**src/rtl/sfcs_pkg.sv**
```systemverilog
// Shared types, codes and helper functions for the SPI flash command sequencer.
package sfcs_pkg;

    localparam int ADDR_BITS  = 24;
    localparam int ADDR_BYTES = (ADDR_BITS + 7) / 8;
    localparam int STEP_W     = 3;
    localparam int LEN_W      = 24;
    localparam int GRP_MAX    = 3;
    localparam int GRP_CNT_W  = 2;
    localparam int QDEPTH     = 4;
    localparam int QPTR_W     = $clog2(QDEPTH);
    localparam int QCNT_W     = $clog2(QDEPTH + 1);

    // action codes
    localparam logic [1:0] ACT_REQUEST = 2'd0;
    localparam logic [1:0] ACT_DATA    = 2'd1;
    localparam logic [1:0] ACT_RX      = 2'd2;

    // request codes
    localparam logic [2:0] REQ_ID      = 3'd0;
    localparam logic [2:0] REQ_READ    = 3'd1;
    localparam logic [2:0] REQ_STATUS  = 3'd2;
    localparam logic [2:0] REQ_ERASE   = 3'd3;
    localparam logic [2:0] REQ_PROGRAM = 3'd4;

    // result kinds
    localparam logic [2:0] K_SHIFT  = 3'd0;
    localparam logic [2:0] K_CSHIGH = 3'd1;
    localparam logic [2:0] K_DATA   = 3'd2;
    localparam logic [2:0] K_ID     = 3'd3;
    localparam logic [2:0] K_STATUS = 3'd4;
    localparam logic [2:0] K_DONE   = 3'd5;

    // flash opcodes and filler bytes
    localparam logic [7:0] OP_READ_ID = 8'h90;
    localparam logic [7:0] OP_READ    = 8'h03;
    localparam logic [7:0] OP_WREN    = 8'h06;
    localparam logic [7:0] OP_WRDI    = 8'h04;
    localparam logic [7:0] OP_RDSR    = 8'h05;
    localparam logic [7:0] OP_ERASE   = 8'h20;
    localparam logic [7:0] OP_PROGRAM = 8'h02;
    localparam logic [7:0] BYTE_DUMMY = 8'hFF;
    localparam logic [7:0] BYTE_ZERO  = 8'h00;
    localparam logic [7:0] WIP_MASK   = 8'h01;

    localparam logic [STEP_W-1:0] ID_HIGH_STEP = 3'd4;
    localparam logic [STEP_W-1:0] ID_LAST_STEP = 3'd5;

    typedef enum logic [3:0] {
        PH_IDLE,
        PH_ID,
        PH_ADDR,
        PH_READ,
        PH_STAT_CMD,
        PH_STAT_VAL,
        PH_WREN,
        PH_PWAIT,
        PH_PDATA,
        PH_POLL_CMD,
        PH_POLL_VAL,
        PH_WRDI
    } phase_t;

    typedef struct packed {
        logic [1:0]  action;
        logic [2:0]  request;
        logic [23:0] address;
        logic [23:0] length;
        logic [7:0]  data_byte;
        logic [7:0]  rx_byte;
    } cmd_item_t;

    typedef struct packed {
        logic [2:0]  kind;
        logic [15:0] value;
        logic        last;
    } result_item_t;

    typedef struct packed {
        logic [2:0]  kind;
        logic [15:0] value;
    } res_t;

    // results caused by one accepted item, res[0] first
    typedef struct packed {
        logic [GRP_CNT_W-1:0] count;
        res_t [GRP_MAX-1:0]   res;
    } group_t;

    typedef struct packed {
        logic   valid;
        group_t grp;
    } grp_push_t;

    // byte sent after the opcode of read ID, by step
    function automatic logic [7:0] id_seq_byte(input logic [STEP_W-1:0] step);
        logic [7:0] b;
        b = (step >= ID_HIGH_STEP) ? BYTE_DUMMY : BYTE_ZERO;
        return b;
    endfunction

    // address byte k (1 = most significant)
    function automatic logic [7:0] addr_byte(input logic [ADDR_BITS-1:0] a,
                                             input logic [STEP_W-1:0] k);
        logic [31:0] wide;
        int          sh;
        wide = 32'(a);
        sh   = 8 * (ADDR_BYTES - int'(k));
        return 8'(wide >> sh);
    endfunction

endpackage

```
**src/rtl/spi_flash_command_sequencer_core.sv**
```systemverilog
// Top level of the SPI flash command sequencer: front end, group queue, back end.
//
//  Channel   Handshake          Payload          Direction
//  -------   ----------------   --------------   ---------
//  cmd       push / full        cmd_item_t       in
//  result    empty / pop        result_item_t    out
//
// A request is taken while full is low; the front end updates the phase and queues
// the one to three results it causes as one group (none: nothing is queued).
// The back end loads a group from the queue into its output register and hands out
// one result per cycle from it while pop is high. full rises only when the four-deep
// group queue is full; a stalled result side holds up requests only then. rst_n
// (asynchronous) clears phase, queue and output.
module spi_flash_command_sequencer_core
    import sfcs_pkg::*;
(
    input  logic         clk,
    input  logic         rst_n,
    input  logic         push,
    output logic         full,
    input  cmd_item_t    cmd,
    output logic         empty,
    input  logic         pop,
    output result_item_t result
);

    grp_push_t grp_push;
    group_t    head;
    logic      q_empty;
    logic      q_full;
    logic      q_pop;
    logic      accept;

    // a request is taken whenever the queue has room for its group
    assign full   = q_full;
    assign accept = push && !q_full;

    sfcs_front u_front (
        .clk      (clk),
        .rst_n    (rst_n),
        .accept   (accept),
        .cmd      (cmd),
        .grp_push (grp_push)
    );

    sfcs_queue u_queue (
        .clk      (clk),
        .rst_n    (rst_n),
        .grp_push (grp_push),
        .pop      (q_pop),
        .head     (head),
        .q_empty  (q_empty),
        .q_full   (q_full)
    );

    sfcs_back u_back (
        .clk     (clk),
        .rst_n   (rst_n),
        .head    (head),
        .q_empty (q_empty),
        .q_pop   (q_pop),
        .result  (result),
        .empty   (empty),
        .pop     (pop)
    );

endmodule

```
**src/rtl/sfcs_front.sv**
```systemverilog
// Front end: accepts items, runs the command phase machine, emits result groups.
module sfcs_front
    import sfcs_pkg::*;
(
    input  logic      clk,
    input  logic      rst_n,
    input  logic      accept,
    input  cmd_item_t cmd,
    output grp_push_t grp_push
);

    phase_t                phase_reg, phase_next;
    logic [2:0]            req_reg, req_next;
    logic [ADDR_BITS-1:0]  addr_reg, addr_next;
    logic [LEN_W-1:0]      left_reg, left_next;
    logic [STEP_W-1:0]     step_reg, step_next;
    logic [7:0]            idh_reg, idh_next;

    logic [LEN_W-1:0]      left_dec;
    logic                  req_ok;
    logic                  addr_more;

    assign left_dec  = left_reg - LEN_W'(1);
    assign req_ok    = (cmd.request <= REQ_PROGRAM);
    assign addr_more = (step_reg < STEP_W'(ADDR_BYTES));

    always_ff @(posedge clk or negedge rst_n)
    begin
        if (!rst_n)
        begin
            phase_reg <= PH_IDLE;
            req_reg   <= '0;
            addr_reg  <= '0;
            left_reg  <= '0;
            step_reg  <= '0;
            idh_reg   <= '0;
        end
        else
        begin
            phase_reg <= phase_next;
            req_reg   <= req_next;
            addr_reg  <= addr_next;
            left_reg  <= left_next;
            step_reg  <= step_next;
            idh_reg   <= idh_next;
        end
    end

    // next state
    always_comb
    begin
        phase_next = phase_reg;
        req_next   = req_reg;
        addr_next  = addr_reg;
        left_next  = left_reg;
        step_next  = step_reg;
        idh_next   = idh_reg;
        if (accept)
        begin
            unique case (cmd.action)
                ACT_REQUEST:
                begin
                    if (phase_reg == PH_IDLE && req_ok)
                    begin
                        req_next  = cmd.request;
                        addr_next = cmd.address[ADDR_BITS-1:0];
                        left_next = cmd.length;
                        step_next = '0;
                        unique case (cmd.request)
                            REQ_ID:     phase_next = PH_ID;
                            REQ_READ:   phase_next = PH_ADDR;
                            REQ_STATUS: phase_next = PH_STAT_CMD;
                            default:    phase_next = PH_WREN;
                        endcase
                    end
                end
                ACT_DATA:
                begin
                    if (phase_reg == PH_PWAIT)
                        phase_next = PH_PDATA;
                end
                ACT_RX:
                begin
                    unique case (phase_reg)
                        PH_ID:
                        begin
                            if (step_reg == ID_HIGH_STEP)
                                idh_next = cmd.rx_byte;
                            if (step_reg >= ID_LAST_STEP)
                                phase_next = PH_IDLE;
                            else
                                step_next = step_reg + STEP_W'(1);
                        end
                        PH_ADDR:
                        begin
                            if (addr_more)
                                step_next = step_reg + STEP_W'(1);
                            else if (req_reg == REQ_READ)
                                phase_next = (left_reg != '0) ? PH_READ : PH_IDLE;
                            else if (req_reg == REQ_PROGRAM && left_reg != '0)
                                phase_next = PH_PWAIT;
                            else
                                phase_next = PH_POLL_CMD;
                        end
                        PH_READ:
                        begin
                            left_next = left_dec;
                            if (left_dec == '0)
                                phase_next = PH_IDLE;
                        end
                        PH_STAT_CMD: phase_next = PH_STAT_VAL;
                        PH_STAT_VAL: phase_next = PH_IDLE;
                        PH_WREN:
                        begin
                            step_next  = '0;
                            phase_next = PH_ADDR;
                        end
                        PH_PDATA:
                        begin
                            left_next  = left_dec;
                            phase_next = (left_dec != '0) ? PH_PWAIT : PH_POLL_CMD;
                        end
                        PH_POLL_CMD: phase_next = PH_POLL_VAL;
                        PH_POLL_VAL:
                            phase_next = ((cmd.rx_byte & WIP_MASK) != '0) ? PH_POLL_CMD
                                                                          : PH_WRDI;
                        PH_WRDI:     phase_next = PH_IDLE;
                        default:     ;
                    endcase
                end
                default: ;
            endcase
        end
    end

    // result group
    always_comb
    begin
        group_t g;
        g = '0;
        if (accept)
        begin
            unique case (cmd.action)
                ACT_REQUEST:
                begin
                    if (phase_reg == PH_IDLE && req_ok)
                    begin
                        g.count = 2'd1;
                        g.res[0].kind = K_SHIFT;
                        unique case (cmd.request)
                            REQ_ID:     g.res[0].value = 16'(OP_READ_ID);
                            REQ_READ:   g.res[0].value = 16'(OP_READ);
                            REQ_STATUS: g.res[0].value = 16'(OP_RDSR);
                            default:    g.res[0].value = 16'(OP_WREN);
                        endcase
                    end
                end
                ACT_DATA:
                begin
                    if (phase_reg == PH_PWAIT)
                    begin
                        g.count  = 2'd1;
                        g.res[0] = '{kind: K_SHIFT, value: 16'(cmd.data_byte)};
                    end
                end
                ACT_RX:
                begin
                    unique case (phase_reg) inside
                        PH_ID:
                        begin
                            if (step_reg >= ID_LAST_STEP)
                            begin
                                g.count  = 2'd3;
                                g.res[0] = '{kind: K_CSHIGH, value: '0};
                                g.res[1] = '{kind: K_ID, value: {idh_reg, cmd.rx_byte}};
                                g.res[2] = '{kind: K_DONE, value: '0};
                            end
                            else
                            begin
                                g.count  = 2'd1;
                                g.res[0] = '{kind: K_SHIFT,
                                    value: 16'(id_seq_byte(step_reg + STEP_W'(1)))};
                            end
                        end
                        PH_ADDR:
                        begin
                            if (addr_more)
                            begin
                                g.count  = 2'd1;
                                g.res[0] = '{kind: K_SHIFT,
                                    value: 16'(addr_byte(addr_reg, step_reg + STEP_W'(1)))};
                            end
                            else if (req_reg == REQ_READ)
                            begin
                                if (left_reg != '0)
                                begin
                                    g.count  = 2'd1;
                                    g.res[0] = '{kind: K_SHIFT, value: 16'(BYTE_DUMMY)};
                                end
                                else
                                begin
                                    g.count  = 2'd2;
                                    g.res[0] = '{kind: K_CSHIGH, value: '0};
                                    g.res[1] = '{kind: K_DONE, value: '0};
                                end
                            end
                            else if (!(req_reg == REQ_PROGRAM && left_reg != '0))
                            begin
                                g.count  = 2'd2;
                                g.res[0] = '{kind: K_CSHIGH, value: '0};
                                g.res[1] = '{kind: K_SHIFT, value: 16'(OP_RDSR)};
                            end
                        end
                        PH_READ:
                        begin
                            g.res[0] = '{kind: K_DATA, value: 16'(cmd.rx_byte)};
                            if (left_dec != '0)
                            begin
                                g.count  = 2'd2;
                                g.res[1] = '{kind: K_SHIFT, value: 16'(BYTE_DUMMY)};
                            end
                            else
                            begin
                                g.count  = 2'd3;
                                g.res[1] = '{kind: K_CSHIGH, value: '0};
                                g.res[2] = '{kind: K_DONE, value: '0};
                            end
                        end
                        PH_STAT_CMD, PH_POLL_CMD:
                        begin
                            g.count  = 2'd1;
                            g.res[0] = '{kind: K_SHIFT, value: 16'(BYTE_DUMMY)};
                        end
                        PH_STAT_VAL:
                        begin
                            g.count  = 2'd3;
                            g.res[0] = '{kind: K_CSHIGH, value: '0};
                            g.res[1] = '{kind: K_STATUS, value: 16'(cmd.rx_byte)};
                            g.res[2] = '{kind: K_DONE, value: '0};
                        end
                        PH_WREN:
                        begin
                            g.count  = 2'd2;
                            g.res[0] = '{kind: K_CSHIGH, value: '0};
                            g.res[1] = '{kind: K_SHIFT,
                                value: 16'((req_reg == REQ_ERASE) ? OP_ERASE : OP_PROGRAM)};
                        end
                        PH_PDATA:
                        begin
                            if (left_dec == '0)
                            begin
                                g.count  = 2'd2;
                                g.res[0] = '{kind: K_CSHIGH, value: '0};
                                g.res[1] = '{kind: K_SHIFT, value: 16'(OP_RDSR)};
                            end
                        end
                        PH_POLL_VAL:
                        begin
                            g.count  = 2'd2;
                            g.res[0] = '{kind: K_CSHIGH, value: '0};
                            g.res[1] = '{kind: K_SHIFT,
                                value: 16'(((cmd.rx_byte & WIP_MASK) != '0) ? OP_RDSR
                                                                             : OP_WRDI)};
                        end
                        PH_WRDI:
                        begin
                            g.count  = 2'd2;
                            g.res[0] = '{kind: K_CSHIGH, value: '0};
                            g.res[1] = '{kind: K_DONE, value: '0};
                        end
                        default: ;
                    endcase
                end
                default: ;
            endcase
        end
        grp_push.grp   = g;
        grp_push.valid = (g.count != '0);
    end

endmodule

```
**src/rtl/sfcs_queue.sv**
```systemverilog
// Small FIFO of result groups between the front and back ends.
module sfcs_queue
    import sfcs_pkg::*;
(
    input  logic      clk,
    input  logic      rst_n,
    input  grp_push_t grp_push,
    input  logic      pop,
    output group_t    head,
    output logic      q_empty,
    output logic      q_full
);

    group_t              mem [QDEPTH];
    logic [QPTR_W-1:0]   wr_ptr_reg, wr_ptr_next;
    logic [QPTR_W-1:0]   rd_ptr_reg, rd_ptr_next;
    logic [QCNT_W-1:0]   cnt_reg, cnt_next;
    logic                do_push, do_pop;

    assign q_empty = (cnt_reg == '0);
    assign q_full  = (cnt_reg == QCNT_W'(QDEPTH));
    assign do_push = grp_push.valid;
    assign do_pop  = pop && !q_empty;
    assign head    = mem[rd_ptr_reg];

    always_comb
    begin
        wr_ptr_next = do_push ? wr_ptr_reg + QPTR_W'(1) : wr_ptr_reg;
        rd_ptr_next = do_pop  ? rd_ptr_reg + QPTR_W'(1) : rd_ptr_reg;
        cnt_next    = cnt_reg + QCNT_W'(do_push) - QCNT_W'(do_pop);
    end

    always_ff @(posedge clk)
    begin
        if (do_push)
            mem[wr_ptr_reg] <= grp_push.grp;
    end

    always_ff @(posedge clk or negedge rst_n)
    begin
        if (!rst_n)
        begin
            wr_ptr_reg <= '0;
            rd_ptr_reg <= '0;
            cnt_reg    <= '0;
        end
        else
        begin
            wr_ptr_reg <= wr_ptr_next;
            rd_ptr_reg <= rd_ptr_next;
            cnt_reg    <= cnt_next;
        end
    end

endmodule

```
**src/rtl/sfcs_back.sv**
```systemverilog
// Back end: unpacks result groups and presents one result per cycle while pop is high.
module sfcs_back
    import sfcs_pkg::*;
(
    input  logic         clk,
    input  logic         rst_n,
    input  group_t       head,
    input  logic         q_empty,
    output logic         q_pop,
    output result_item_t result,
    output logic         empty,
    input  logic         pop
);

    group_t                cur_reg, cur_next;
    logic                  valid_reg, valid_next;
    logic [GRP_CNT_W-1:0]  idx_reg, idx_next;
    logic                  is_last;
    logic                  taken;

    assign is_last = (idx_reg == cur_reg.count - GRP_CNT_W'(1));
    assign taken   = valid_reg && pop;
    assign empty   = !valid_reg;

    assign result.kind  = cur_reg.res[idx_reg].kind;
    assign result.value = cur_reg.res[idx_reg].value;
    assign result.last  = is_last;

    always_comb
    begin
        cur_next   = cur_reg;
        valid_next = valid_reg;
        idx_next   = idx_reg;
        q_pop      = 1'b0;
        if (!valid_reg || (taken && is_last))
        begin
            q_pop      = !q_empty;
            valid_next = !q_empty;
            cur_next   = head;
            idx_next   = '0;
        end
        else if (taken)
        begin
            idx_next = idx_reg + GRP_CNT_W'(1);
        end
    end

    always_ff @(posedge clk)
    begin
        cur_reg <= cur_next;
    end

    always_ff @(posedge clk or negedge rst_n)
    begin
        if (!rst_n)
        begin
            valid_reg <= 1'b0;
            idx_reg   <= '0;
        end
        else
        begin
            valid_reg <= valid_next;
            idx_reg   <= idx_next;
        end
    end

endmodule
```
**config.mk**
```make
export PLATFORM = sky130hd
export DESIGN_NAME = spi_flash_command_sequencer_core
export DESIGN_NICKNAME = d
export VERILOG_FILES = /design/src/rtl/sfcs_pkg.sv /design/src/rtl/spi_flash_command_sequencer_core.sv /design/src/rtl/sfcs_front.sv /design/src/rtl/sfcs_queue.sv /design/src/rtl/sfcs_back.sv
export SDC_FILE = /design/constraint.sdc
export NUM_CORES = 1
export LEC_CHECK = 0
export BUFFER_PORTS_ARGS = -buffer_cell sky130_fd_sc_hd__buf_2
export CORE_MARGIN = 2
export CORE_UTILIZATION = 50
export DETAILED_ROUTE_END_ITERATION = 7
export GPL_TIMING_DRIVEN = 0
export PLACE_DENSITY = 0.74
export SYNTH_ARGS = -nofsm -noshare
export SYNTH_HDL_FRONTEND = slang
export SYNTH_SLANG_ARGS = --single-unit
```
**constraint.sdc**
```tcl
create_clock -name clk -period 5.9 [get_ports clk]
set_clock_uncertainty 0.2 [all_clocks]
set_input_delay 0.295 -clock clk [delete_from_list [all_inputs] [get_ports clk]]
set_output_delay 0.295 -clock clk [all_outputs]
set_load 0.005 [all_outputs]
```
==> flow_summary.json, run 1 <==
{
  "status": "complete, no violations",
  "drive_above_1_share_pct": 23.30,
  "regArea_um2": 6706,
  "cts_root_buf": "clkbuf_16",
  "cts.sinks": 236,
  "core.rowCount": 55,
  "finalNonFillerCells": 1389,
  "die_y_um": 154.9,
  "report.final.hold_viol_count": 0,
  "min_period_over_period_pct": 75.64,
  "p_leak_nw": 5.176,
  "total_power_mw": 5.947,
  "drc": 0,
  "worst_path_max_delay_cell": "nor3b_4",
  "area_growth_pct": 21.71,
  "cts_tree": "built",
  "largest_reg_flops": 128,
  "ioPinCount": 95,
  "endpoint_kind": "register",
  "fillers": 1730,
  "worst-path-buf-inv": 2,
  "yosysSeqAreaShare_pct": 58.88,
  "final_common_cell": "edfxtp_1",
  "grt_max_degree": 54,
  "die_area_um2": 24000,
  "cp_top_family": "simple AND/OR/NAND/NOR gates",
  "max_cap_viol_count": 0,
  "cts_made_buffers": 25,
  "slew_headroom_pct": 25.41,
  "layout_common_cells": "edfxtp_1 (160), buf_2 (94), dfrtp_1 (76), a21oi_1 (72), nand2_1 (69)",
  "synth_ff_type": "edfxtp_1",
  "ys_seq_elements": 236,
  "clk_pin_slew_ns": 0.06,
  "drt_wl_total_um": 27860,
  "cpPeakStageDelay_ns": 0.56,
  "rsz0062_at_grt": "no",
  "avgSynthCellArea_um2": 12.73,
  "path_class": "reg2reg",
  "dr_wl_met2_um": 13550,
  "cp.arrival_ns": 4.67,
  "min_period_ns": 4.462,
  "syn_inst": 895,
  "top_layer_used": "met4",
  "cp_cell_sequence": "inv_1 -> ha_1 -> nor4b_4 -> nand4_2 -> nor3_4 -> nor3_1 -> o21bai_4 -> a31oi_1 -> nor3b_4 -> inv_1 -> ha_1 -> fa_1 -> xnor2_1",
  "syn_nets": 984,
  "crit_required_ns": 6.11,
  "power_density_nw_per_um2": 429.0,
  "ir_drop_uv": 231.1,
  "overflow": 0,
  "gp_congestion": 0.9069,
  "ys_types": 74,
  "crit_fanout": 10,
  "ys_warn_count": 0,
  "post-route-util_pct": 61.60,
  "start_util_pct": 50.61,
  "cts_setup_buffers": 0,
  "core_area_um2": 22500,
  "place_inst": 1280,
  "startpoint_type": "register",
  "drt-met1-wl_um": 12080,
  "ys_async_sr_fraction_pct": 32.20,
  "multi_input_area_um2": 4434,
  "grtUsageTotal_pct": 23.61,
  "wl_met3_um": 1408,
  "setup_viol": 0,
  "numPortBuffers": 94,
  "antenna_found_initial": 0,
  "final_nets": 1173,
  "hold_class": "in2reg",
  "synth_area_um2": 11390,
  "ant_nets": 0,
  "grt_pass1_wl_um": 44300,
  "report.final.slew_viol_count": 0,
  "worst_pin_slew_ns": 1.110,
  "dr.pass1.iters": 5,
  "drtIter0Drc": 750,
  "dp_hpwl_um": 19030,
  "clock_tree.buffer_depth": 3,
  "vias": 8129,
  "whs_ns": 0.02626,
  "clk_latency_ns": 0.54,
  "avgViaCountPerCell": 5.852,
  "die_w_um": 154.9,
  "htree_levels": 1,
  "fmax_mhz": 224.1,
  "routedWlPerCell_um": 20.06,
  "synth-edff-count": 160,
  "first_global_vias": 8095
}
## stage by stage
step,setup WS (ns),setup TNS [ns],instance area [µm²]
after CTS,1.445,0,13860
final,1.438,0,13860
after detailed placement,1.448,0,12400
after global routing,1.192,0,13860
after global placement,-0.01980,-1.357,12220
after floorplan,1.443,0,11390
## report_power, final
group / leakage, nW / internal (mW) / switching (mW)
sequential: 2.40 / 2.14 / 0.241
combinational: 2.36 / 0.874 / 1.11
clock: 0.420 / 0.915 / 0.661
## area by class of cell
class                           instances  share of cell area (%)
Antenna cell                            1                 0.01805
Inverter                               25                  0.6770
Tap cell                              285                   2.572
Clock inverter                         12                  0.7943
Timing Repair Buffer                  162                   8.882
Buffer                                 46                   1.444
Multi-Input combinational cell        588                   31.99
Sequential cell                       236                   48.38
Clock buffer                           34                   5.244
## cell usage after synthesis, drive strengths merged, types with 12 or more instances
cell	n	area, µm²
a21oi	73	369.1
clkbuf	34	127.6
mux2i	21	210.2
ha	15	187.7
o22ai	21	131.4
edfxtp	160	4805
o21ai	49	245.2
inv	24	90.09
nor3	19	128.9
mux4	32	720.7
mux2	41	480.5
dfrtp	76	1902
nand3	24	125.1
nor2	68	262.8
buf	12	72.57
nand2	70	262.8
and2	19	118.9
## timing repair
item | 4_1_cts | 5_1_grt
hold buffers | 62 | 0
hold endpoints to repair | 144 | 0
gates resized for setup | 0 | 0
## worst min-delay path, delay by kind of cell
family                 cells  cell delay (ns)
AOI/OAI and AO/OA          2             0.31
buffers and inverters      1             0.08
and+or+nand+nor            1             0.03
## metal layers
| metal | GRT usage (%) | vias to the layer above |
|---|---|---|
| li1 | - | 3769 |
| met3 | 3.036 | 70 |
| met5 | 0 | - |
| met4 | 7.628 | 0 |
| met1 | 32.26 | 4005 |
| met2 | 39.68 | 285 |
## final timing paths
kind                                     start                    to  slack [ns]  depth (start not counted)
max in group asynchronous                rst_n   u_front.step_reg[2]        4.88                          3
setup reg to reg           u_front.left_reg[0]    u_queue.cnt_reg[2]        1.44                         13
setup / recovery           u_front.left_reg[0]    u_queue.cnt_reg[2]        1.44                         13
hold / removal                         cmd[26]  u_front.left_reg[10]        0.03                          4
hold reg to reg            u_front.addr_reg[7]   u_front.addr_reg[7]        0.31                          1
min in group asynchronous                rst_n   u_front.left_reg[4]        0.04                          2
## cells by family (layout without fill, tap and decap cells)
family                   after synthesis  count (layout)  share of synthesized area (%)
AO/OA/AOI/OAI                        196             196                          10.71
XOR/XNOR                              11              11                         0.8459
adder cells (fa/ha/maj)               16              16                          1.824
buffers and inverters                 71             279                          2.582
flip-flops                           236             236                          58.88
multiplexers                          94              94                          12.39
other                                  0               1                              0
AND/OR/NAND/NOR                      271             271                          12.76
(Power assumes the default switching activity.)
==> inputs of run 2 (changes only) <==
- PLACE_DENSITY: 0.74 -> 0.76
- clock period: 5.9 -> 3.8 ns (I/O delays scaled with it)
==> flow_summary.json, run 2 (synthesis results as in run 1) <==
{
  "cts_made_buffers": 24,
  "dr.pass1.iters": 5,
  "drc": 0,
  "drive_above_1_share_pct": 24.39,
  "cts_tree": "built",
  "core_area_um2": 22500,
  "crit_fanout": 10,
  "switching_share_pct": 34.02,
  "path_class": "reg2reg",
  "worst_pin_slew_ns": 0.9657,
  "antenna_found_initial": 2,
  "numPortBuffers": 94,
  "final_area_um2": 14080,
  "ioPinCount": 95,
  "comb_power_share_pct": 34.0,
  "switchingPower_mw": 3.157,
  "clock_tree.buffer_depth": 3,
  "largest_reg_flops": 128,
  "cp.arrival_ns": 3.85,
  "grt_max_degree": 50,
  "place_area_um2": 12410,
  "report.final.slew_viol_count": 0,
  "ir_drop_uv": 436.8,
  "drtIter0Drc": 825,
  "hold_class": "in2async",
  "htree_levels": 1,
  "ant_nets": 0,
  "gp_congestion": 0.9571,
  "overflow": 0,
  "status": "complete, no violations",
  "finalNonFillerCells": 1402,
  "dp_hpwl_um": 19110,
  "first_global_vias": 8263,
  "p_int_mw": 6.121,
  "crit_required_ns": 4.00,
  "endpoint_kind": "register",
  "startpoint_type": "register",
  "setup_viol": 0,
  "final_nets": 1186,
  "min_period_over_period_pct": 96.03,
  "cts_root_buf": "clkbuf_16",
  "die_area_um2": 24000,
  "post-route-util_pct": 62.58,
  "power.share.sequential_pct": 40.1,
  "avgViaCountPerCell": 5.872,
  "die_w_um": 154.9,
  "whs_ns": 0.01791,
  "drt_wl_total_um": 28370,
  "area_growth_pct": 23.64,
  "core.rowCount": 55,
  "power_frac_clock_pct": 26.0,
  "p_leak_nw": 5.262,
  "r2r_cells": 12,
  "power_density_nw_per_um2": 658.8,
  "slew_headroom_pct": 35.08,
  "total_power_mw": 9.277,
  "grtUsageTotal_pct": 24.04,
  "max_cap_viol_count": 0,
  "cts.sinks": 236,
  "crit-reg2reg-launch": "u_front.left_reg[15]",
  "rsz0062_at_grt": "yes",
  "report.final.hold_viol_count": 0,
  "die_y_um": 154.9,
  "layout_common_cells": "edfxtp_1 (160), buf_2 (94), dfrtp_1 (76), a21oi_1 (71), nand2_1 (69)",
  "place_inst": 1280,
  "min_period_ns": 3.649,
  "fillers": 1659,
  "r2r_slack_ns": 0.15,
  "fmax_mhz": 274.0,
  "clk_pin_slew_ns": 0.07,
  "grt_pass1_wl_um": 45310,
  "final_common_cell": "edfxtp_1",
  "vias": 8233,
  "clk_latency_ns": 0.52,
  "r2r-end": "u_queue.cnt_reg[2]",
  "routedWlPerCell_um": 20.24,
  "start_util_pct": 50.61
}
## run 2: cell types whose count changed in the layout (fill, tap and decap cells not counted), sizes merged
cell         before  now
bufinv            1    3
buf             112  123
dlygate4sd3      62   66
diode             1    2
inv              27   26
clkinv            8   12
clkinvlp          1    2
clkbuf           68   59
## run 2: routing by layer
layer  wire [µm]  global-route usage, %
met4         808                  7.672
met1       11920                  32.69
met5           0                      0
met3        1460                  2.786
met2       14180                  40.89
## run 2: per-stage QoR
step | setup WS (ns) | TNS [ns]
global placement | -1.041 | -131.46
finish | 0.1509 | 0
CTS | 0.05365 | 0
global route | -0.04418 | -0.04418
floorplan | -0.05741 | -7.348
detailed placement | -0.5568 | -32.91
## run 2: worst max-delay path by stage
| stage | start | end | slack, ns | cells past startpoint |
|---|---|---|---|---|
| floorplan | u_front.left_reg[0] | u_queue.mem[0][0] | -0.06 | 9 |
| global placement | u_front.left_reg[0] | u_queue.mem[1][30] | -1.04 | 10 |
| detailed placement | u_front.left_reg[0] | u_queue.cnt_reg[2] | -0.56 | 13 |
| CTS | u_front.left_reg[0] | u_queue.cnt_reg[2] | 0.05 | 13 |
| global route | u_front.left_reg[1] | u_queue.cnt_reg[2] | -0.04 | 13 |
| finish | u_front.left_reg[15] | u_queue.cnt_reg[2] | 0.15 | 12 |
## run 2: critical path, stage by stage, from the launching register on
cell      delay, ns
dfrtp_1        0.35
buf_2          0.18
or4_4          0.57
or2_4          0.28
nor3_4         0.25
nor3_1         0.12
o21bai_4       0.28
a31oi_1        0.19
nor3b_4        0.29
inv_1          0.09
ha_1           0.22
fa_1           0.37
xnor2_1        0.14
## run 2: power groups by stage
stage	clock network, mW	registers (mW)	logic (mW)
after global routing	2.53	3.78	3.49
after detailed placement	0	3.74	3.02
after CTS	2.43	3.70	3.13
after global placement	0	3.71	2.92
final	2.41	3.72	3.15
after floorplan	0	3.63	2.24
## run 2: timing repair
item	in CTS	in global routing
endpoints found under the hold margin	172	0
setup endpoints to repair	152	166
setup buffers	7	3
hold buffers	67	0
gates resized for setup	3	10
pin swaps	1	2
## run 2: cell type report
class                      count  area [µm²]  area share, %
clock inverter                18       188.9          1.342
inverter                      25       93.84         0.6664
timing repair buffer         177        1424          10.11
buffer                        45       198.9          1.413
multi-input combinational    588        4491          31.89
sequential                   236        6706          47.62
clock buffer                  26       618.1          4.389
tap                          285       356.6          2.532
antenna                        2       5.005        0.03554
==> inputs of run 3 (changes only) <==
- CORE_ASPECT_RATIO: unset -> 0.8
==> flow_summary.json, run 3 (synthesis results as in run 1) <==
{
  "status": "complete, no violations",
  "avgViaCountPerCell": 5.841,
  "largest_reg_flops": 128,
  "min_period_over_period_pct": 97.35,
  "path_class": "reg2reg",
  "crit_fanout": 10,
  "die_area_um2": 24010,
  "clock_tree.buffer_depth": 3,
  "min_period_ns": 3.699,
  "die_y_um": 139.0,
  "drc": 0,
  "startpoint_type": "register",
  "cts_made_buffers": 24,
  "layout_common_cells": "edfxtp_1 (160), buf_2 (94), dfrtp_1 (76), a21oi_1 (72), nand2_1 (70)",
  "cts_tree": "built",
  "htree_levels": 1,
  "worst_pin_slew_ns": 1.202,
  "cts_root_buf": "clkbuf_16",
  "clk_pin_slew_ns": 0.06,
  "area_growth_pct": 23.77,
  "numPortBuffers": 94,
  "core_area_um2": 22440,
  "grt_pass1_wl_um": 43660,
  "die_w_um": 172.7,
  "crit_required_ns": 4.00,
  "drive_above_1_share_pct": 24.06,
  "overflow": 0,
  "final_nets": 1186,
  "p_leak_nw": 5.272,
  "final_area_um2": 14100,
  "crit-reg2reg-launch": "u_front.left_reg[15]",
  "ir_drop_uv": 379.3,
  "cts.sinks": 236,
  "fmax_mhz": 270.3,
  "switching_share_pct": 33.32,
  "core.rowCount": 49,
  "power_density_nw_per_um2": 666.8,
  "routedWlPerCell_um": 19.60,
  "first_global_vias": 7932,
  "hold_class": "in2async",
  "setup_slack_ns": 0.1007,
  "r2r_slack_ns": 0.10,
  "r2r-end": "u_queue.cnt_reg[2]",
  "grt_max_degree": 68,
  "antenna_found_initial": 0,
  "dr.pass1.iters": 7,
  "p_int_mw": 6.268,
  "post-route-util_pct": 62.82,
  "ant_nets": 0,
  "switchingPower_mw": 3.132,
  "gp_congestion": 0.9403,
  "cp_cell_sequence": "buf_2 -> or4_4 -> or2_4 -> nor3_4 -> nor3_1 -> o21bai_4 -> a31oi_1 -> nor3b_4 -> inv_1 -> ha_1 -> fa_1 -> xnor2_1",
  "grtUsageTotal_pct": 22.91,
  "report.final.hold_viol_count": 0,
  "place_ws_ns": -0.6905,
  "max_cap_viol_count": 0,
  "drtIter0Drc": 983,
  "comb_power_share_pct": 33.9,
  "total_power_mw": 9.400,
  "final_common_cell": "edfxtp_1",
  "vias": 8294,
  "power_frac_clock_pct": 26.6,
  "power.share.sequential_pct": 39.5,
  "start_util_pct": 50.76,
  "n_antenna_cell": 0,
  "dp_hpwl_um": 18630,
  "clk_latency_ns": 0.52,
  "cpPeakStageDelay_ns": 0.57,
  "rsz0062_at_grt": "yes",
  "setup_viol": 0,
  "report.final.slew_viol_count": 0,
  "endpoint_kind": "register",
  "cp.arrival_ns": 3.90,
  "slew_headroom_pct": 19.27,
  "drt_wl_total_um": 27840,
  "worst_path_max_delay_cell": "or4_4",
  "place_area_um2": 12420,
  "r2r_cells": 12,
  "ioPinCount": 95
}
## run 3: power by group through the flow
stage               combinational (mW)  sequential [mW]  clock, mW
CTS                               3.12             3.69       2.54
floorplan                         2.24             3.63          0
detailed placement                3.02             3.74          0
global placement                  2.94             3.72          0
global route                      3.50             3.78       2.65
finish                            3.19             3.71       2.50
## run 3: worst max-delay path by stage
stage | to | startpoint | cells past startpoint | slack (ns)
3_3_place_gp | u_queue.mem[1][31] | u_front.left_reg[0] | 9 | -1.08
5_1_grt | u_queue.cnt_reg[2] | u_front.left_reg[0] | 13 | -0.07
6_report | u_queue.cnt_reg[2] | u_front.left_reg[15] | 12 | 0.10
2_1_floorplan | u_queue.mem[0][0] | u_front.left_reg[0] | 9 | -0.06
3_5_place_dp | u_queue.cnt_reg[2] | u_front.left_reg[0] | 13 | -0.69
4_1_cts | u_queue.cnt_reg[2] | u_front.left_reg[0] | 13 | -0.03
## run 3: worst max-delay path, delay by kind of cell, from the launching register on
kind	cells	cell delay [ns]
AO/OA/AOI/OAI	2	0.47
adder cells (fa/ha/maj)	2	0.60
buffers and inverters	2	0.29
AND/OR/NAND/NOR	5	1.52
XOR/XNOR	1	0.14
flip-flops	1	0.36
## run 3: metrics by stage
step           instances  hold WS, ns   TNS, ns
6_report            1420      0.05064         0
3_3_place_gp        1295       0.2222   -136.91
3_5_place_dp        1301      -0.1479    -38.34
2_1_floorplan        895      -0.3056    -7.348
5_1_grt             1420      0.09442  -0.06754
4_1_cts             1418      0.07298  -0.02739
## run 3: layout make-up
class | count | area (µm²)
well taps | 306 | 382.9
clock inverters | 14 | 205.2
fillers | 1690 | 8342
repair buffers | 177 | 1394
plain buffers | 45 | 198.9
clock buffers | 29 | 629.4
flip-flops and latches | 236 | 6706
multi-input cells | 588 | 4487
inverters | 25 | 93.84
## run 3: repair_timing
item | 4_1_cts | 5_1_grt
hold buffers | 67 | 0
endpoints found under the setup margin | 156 | 162
hold endpoints to repair | 180 | 0
pin swaps | 2 | 2
gates cloned | 0 | 0
resized for setup | 4 | 9
setup buffers | 8 | 1
## run 3: routing by layer
metal | routed length, µm | global-route usage, % | share of wire [%]
met5 | 0 | 0 | 0
met4 | 691 | 5.665 | 2.5
met3 | 2064 | 3.454 | 7.4
met2 | 12800 | 35.72 | 46
met1 | 12280 | 34.10 | 44
